$ cat src/skq_pkg.sv
`timescale 1ns / 1ps
`default_nettype none
// ----------------------------------------------------------------------------
// skq_pkg: shared types and codes for the sorted key index queue
// Holds the entry and command words passed along the cell chain, the field
// widths and the result status codes.
// ----------------------------------------------------------------------------
package skq_pkg;

    localparam int KEY_W = 20;
    localparam int POS_W = 16;
    localparam int OCC_W = 9;
    localparam int STATUS_W = 2;

    localparam logic [STATUS_W-1:0] ST_DONE  = 2'd0;
    localparam logic [STATUS_W-1:0] ST_FULL  = 2'd1;
    localparam logic [STATUS_W-1:0] ST_EMPTY = 2'd2;

    localparam logic FUNC_INSERT = 1'b0;
    localparam logic FUNC_REMOVE = 1'b1;

    typedef struct packed {
        logic             valid;
        logic [KEY_W-1:0] key;
        logic [POS_W-1:0] pos;
    } entry_t;

    typedef struct packed {
        logic             ins;
        logic             rem;
        logic [KEY_W-1:0] key;
        logic [POS_W-1:0] pos;
    } cmd_t;

endpackage
`default_nettype wire

$ cat src/skq_cell.sv
`timescale 1ns / 1ps
`default_nettype none
// ----------------------------------------------------------------------------
// skq_cell: one slot of the sorted chain
// Holds one key/position pair; on insert it holds, takes the new pair or takes
// its left neighbor; on remove it takes its right neighbor.
// ----------------------------------------------------------------------------
module skq_cell (
    input  wire logic            clk,
    input  wire logic            rst_n,
    input  wire skq_pkg::cmd_t   cmd,
    input  wire skq_pkg::entry_t left_entry,
    input  wire logic            left_lt,
    input  wire skq_pkg::entry_t right_entry,
    output skq_pkg::entry_t      entry,
    output logic                 lt
);

    logic                      valid_reg;
    logic                      valid_next;
    logic [skq_pkg::KEY_W-1:0] key_reg;
    logic [skq_pkg::KEY_W-1:0] key_next;
    logic [skq_pkg::POS_W-1:0] pos_reg;
    logic [skq_pkg::POS_W-1:0] pos_next;

    // Own key is below the new key: this slot stays where it is.
    assign lt = valid_reg && (key_reg < cmd.key);

    assign entry.valid = valid_reg;
    assign entry.key   = key_reg;
    assign entry.pos   = pos_reg;

    always_comb
    begin
        valid_next = valid_reg;
        key_next   = key_reg;
        pos_next   = pos_reg;
        priority if (cmd.ins)
        begin
            if (lt)
            begin
                // hold
            end
            else if (left_lt)
            begin
                valid_next = 1'b1;
                key_next   = cmd.key;
                pos_next   = cmd.pos;
            end
            else
            begin
                valid_next = left_entry.valid;
                key_next   = left_entry.key;
                pos_next   = left_entry.pos;
            end
        end
        else if (cmd.rem)
        begin
            valid_next = right_entry.valid;
            key_next   = right_entry.key;
            pos_next   = right_entry.pos;
        end
        else
        begin
            // idle: hold
        end
    end

    always_ff @(posedge clk or negedge rst_n)
    begin
        if (!rst_n)
        begin
            valid_reg <= 1'b0;
        end
        else
        begin
            valid_reg <= valid_next;
        end
    end

    always_ff @(posedge clk)
    begin
        key_reg <= key_next;
        pos_reg <= pos_next;
    end

endmodule
`default_nettype wire
$ cat config.mk
export PLATFORM = sky130hd
export DESIGN_NAME = skq_cell
export DESIGN_NICKNAME = d
export VERILOG_FILES = /design/src/skq_pkg.sv /design/src/skq_cell.sv
export SDC_FILE = /design/constraint.sdc
export NUM_CORES = 1
export LEC_CHECK = 0
export BUFFER_PORTS_ARGS = -buffer_cell sky130_fd_sc_hd__buf_2
export CORE_MARGIN = 10
export CORE_UTILIZATION = 40
export DETAILED_ROUTE_END_ITERATION = 10
export PLACE_DENSITY = 0.76
export SLEW_MARGIN = 20
export SYNTH_ARGS = -nofsm -noshare
export SYNTH_HDL_FRONTEND = slang
export SYNTH_SLANG_ARGS = --single-unit
$ cat constraint.sdc
create_clock -name clk -period 3.4 [get_ports clk]
set_input_delay 0.17 -clock clk [delete_from_list [all_inputs] [get_ports clk]]
set_output_delay 0.17 -clock clk [all_outputs]
set_load 0.01 [all_outputs]
==> flow_metrics.env <==
export IMPL_synth_top_area_cell="edfxtp_1"
export IMPL_cell_internal_pwr_w=0.000879
export IMPL_largest_reg_flops=20
export IMPL_dpl_hpwl_um=5930
export IMPL_clockRootBuffer="clkbuf_8"
export IMPL_hold_slack_ps=151
export IMPL_holdPathStages=3
export IMPL_p_per_area_mw_per_mm2=379
export IMPL_end_kind="flip-flop"
export IMPL_initial_utilization_pct=40.9
export IMPL_fp_row_count=28
export IMPL_dieHeight_um=97.3
export IMPL_cts_sinks=37
export IMPL_wl_um=7260
export IMPL_drt_pass1_iter_count=4
export IMPL_hold_path_class="primary input to flip-flop"
export IMPL_grt_overflow_total=0
export IMPL_grt_pass1_vias=2469
export IMPL_drive_above_1_share_pct=42.9
export IMPL_layout_nets=518
export IMPL_cts_made_buffers=5
export IMPL_ys_types=24
export IMPL_via_count=2216
export IMPL_cap_violations=0
export IMPL_grt_max_degree=63
export IMPL_netSwitchingFraction_pct=29.8
export IMPL_core_area_mm2=0.00585
export IMPL_path_class="flip-flop to flip-flop"
export IMPL_grt_first_pass_wirelength_um=11700
export IMPL_clock_latency_ps=290
export IMPL_antenna_left=0
export IMPL_status="completed"
export IMPL_power_static_leakage_nw=1.70
export IMPL_synth_seq_area_share_pct=46.2
export IMPL_antenna_found_initial=0
export IMPL_fin_crit_ps=2580
export IMPL_fin_util_pct=56.4
export IMPL_syn_area_mm2=0.00239
export IMPL_dp_cells=451
export IMPL_drc=0
export IMPL_total_power_w=0.00125
export IMPL_gp_congestion=0.791
export IMPL_grt_use_total_pct=14.8
export IMPL_area_delta_synth_final_pct=38.0
export IMPL_synth_seq_cells=37
export IMPL_synth_area_per_cell_um2=10.2
export IMPL_clk_pin_slew_worst_paths_ps=80
export IMPL_fmax_mhz=388
export IMPL_synth_top_cell_area_share_pct=45.2
export IMPL_cts_setup_buffers=0
export IMPL_dieArea_mm2=0.00947
export IMPL_viasPerCell=4.82
export IMPL_rsz0062_at_grt="no"
export IMPL_stdcell_count=460
export IMPL_setup_violations=0
export IMPL_ir_worst_vdd_v=0.000241
export IMPL_p_sw_w=0.000374
export IMPL_finClkSkew_ps=7.48
export IMPL_diodes=0
export IMPL_yosys_warnings=0
export IMPL_cp_required_ps=3400
export IMPL_routed_wire_length_per_instance_um=15.8
export IMPL_port_buffers=152
export IMPL_seq_power_share_pct=47.3
export IMPL_maxSlewHeadroom_pct=24.7
export IMPL_worst_pin_slew_ps=1130
export IMPL_die_w_um=97.3
export IMPL_pwr_share_clk_pct=23.8
export IMPL_arrival_ps=2580
export IMPL_combPwrFrac_pct=28.8
export IMPL_cts_repair_resized=0
export IMPL_finalSetupTns_ps=0
export IMPL_cts_hold_buf=1
export IMPL_yosys_top_cells_area="edfxtp_1 45%, mux2i_1 15%, ha_1 9.9%"
export IMPL_ios=153
export IMPL_drtIter0Drc=55
export IMPL_rr_worst_depth=7
export IMPL_slew_violations=0
export IMPL_cts_path_max_buffers=2
export IMPL_htreeDepth=2
export IMPL_crit_path_start_kind="flip-flop"
export IMPL_crit_fanout=19
export IMPL_hold_viol=0
export IMPL_syn_inst=235
export IMPL_synth_net_count=369
export IMPL_min_period_over_period_pct=75.8
export IMPL_cts_tree="yes"
[path summary, 6_finish.rpt]
check | startpoint | endpoint | slack [ps]
max | key_reg[19] | key_reg[10] | 820
min | left_entry[36] | valid_reg | 150
max reg2reg | key_reg[19] | key_reg[10] | 820
min reg2reg | valid_reg | valid_reg | 660
max in group asynchronous | rst_n | valid_reg | 3140
min in group asynchronous | rst_n | valid_reg | 180
[metal layers]
metal	GRT usage [%]	routed length, um	share of wire, %	vias up
met4	4.59	82	1.1	0
met5	0	0	0	-
met2	27.4	3810	52	80
met3	4.34	482	6.6	9
li1	-	-	-	1142
met1	15.7	2890	40	985
[worst max-delay path, stage by stage (launching register included)]
cell and delay (ps):
edfxtp_1 390, ha_1 350, nand4_2 180, nor4_4 330
o311ai_1 170, nand4_1 150, o21a_2 470, buf_12 230
[metrics by stage]
step                setup WS, ps  instance area, um2
finish                       822                3300
global route                 572                3300
CTS                          774                3300
detailed placement           799                3210
global placement             937                3210
floorplan                    644                2390
[cell usage after synthesis]
master and n:
clkbuf_1 6, buf_1 1, buf_4 4, nand4_1 1
inv_1 22, a21oi_1 46, o311ai_1 1, dfrtp_1 1
edfxtp_1 36, o2111ai_1 1, buf_2 2, o21a_1 1
nor2_1 38, nor2b_1 1, o21ai_0 4, ha_1 19
nor4_4 1, nand4_2 2, nand2_1 7, nand3_1 1
o211ai_1 1, mux2i_1 37, a22oi_1 1, and3_1 1
[power by group through the flow]
stage / sequential, W / combinational, W / clock (W)
3_3_place_gp: 0.000599 / 0.000356 / 0
4_1_cts: 0.000594 / 0.000368 / 0.000306
5_1_grt: 0.000599 / 0.000407 / 0.000327
2_1_floorplan: 0.000632 / 0.000167 / 0
3_5_place_dp: 0.000604 / 0.000366 / 0
6_report: 0.000593 / 0.000361 / 0.000299
[cell usage in the layout, fill, tap and decap left out, drive strengths merged, types with 2 or more instances in the layout]
cell / instances
edfxtp: 36
nand4: 3
inv: 22
ha: 19
nor2: 38
o21ai: 4
mux2i: 37
clkinv: 2
clkbuf: 6
nand2: 7
buf: 154
a21oi: 46
[layout make-up]
class / instances / area, um2
fillers: 525 / 2550
multi-input cells: 163 / 1140
flip-flops and latches: 37 / 1110
repair buffers: 155 / 798
well taps: 75 / 93.8
inverters: 22 / 82.6
clock buffers: 6 / 72.6
clock inverters: 2 / 10.0
[kinds of logic (layout without fill, tap and decap cells)]
logic type | Yosys count | in the layout | share of synthesized area, %
AO/OA/AOI/OAI | 55 | 55 | 12.1
AND/OR/NAND/NOR | 52 | 52 | 9.99
multiplexers | 37 | 37 | 15.5
flip-flops | 37 | 37 | 46.2
buffers and inverters | 35 | 185 | 6.22
adder cells (fa/ha/maj) | 19 | 19 | 9.94
Note: power is estimated with default switching activity, not from simulation.
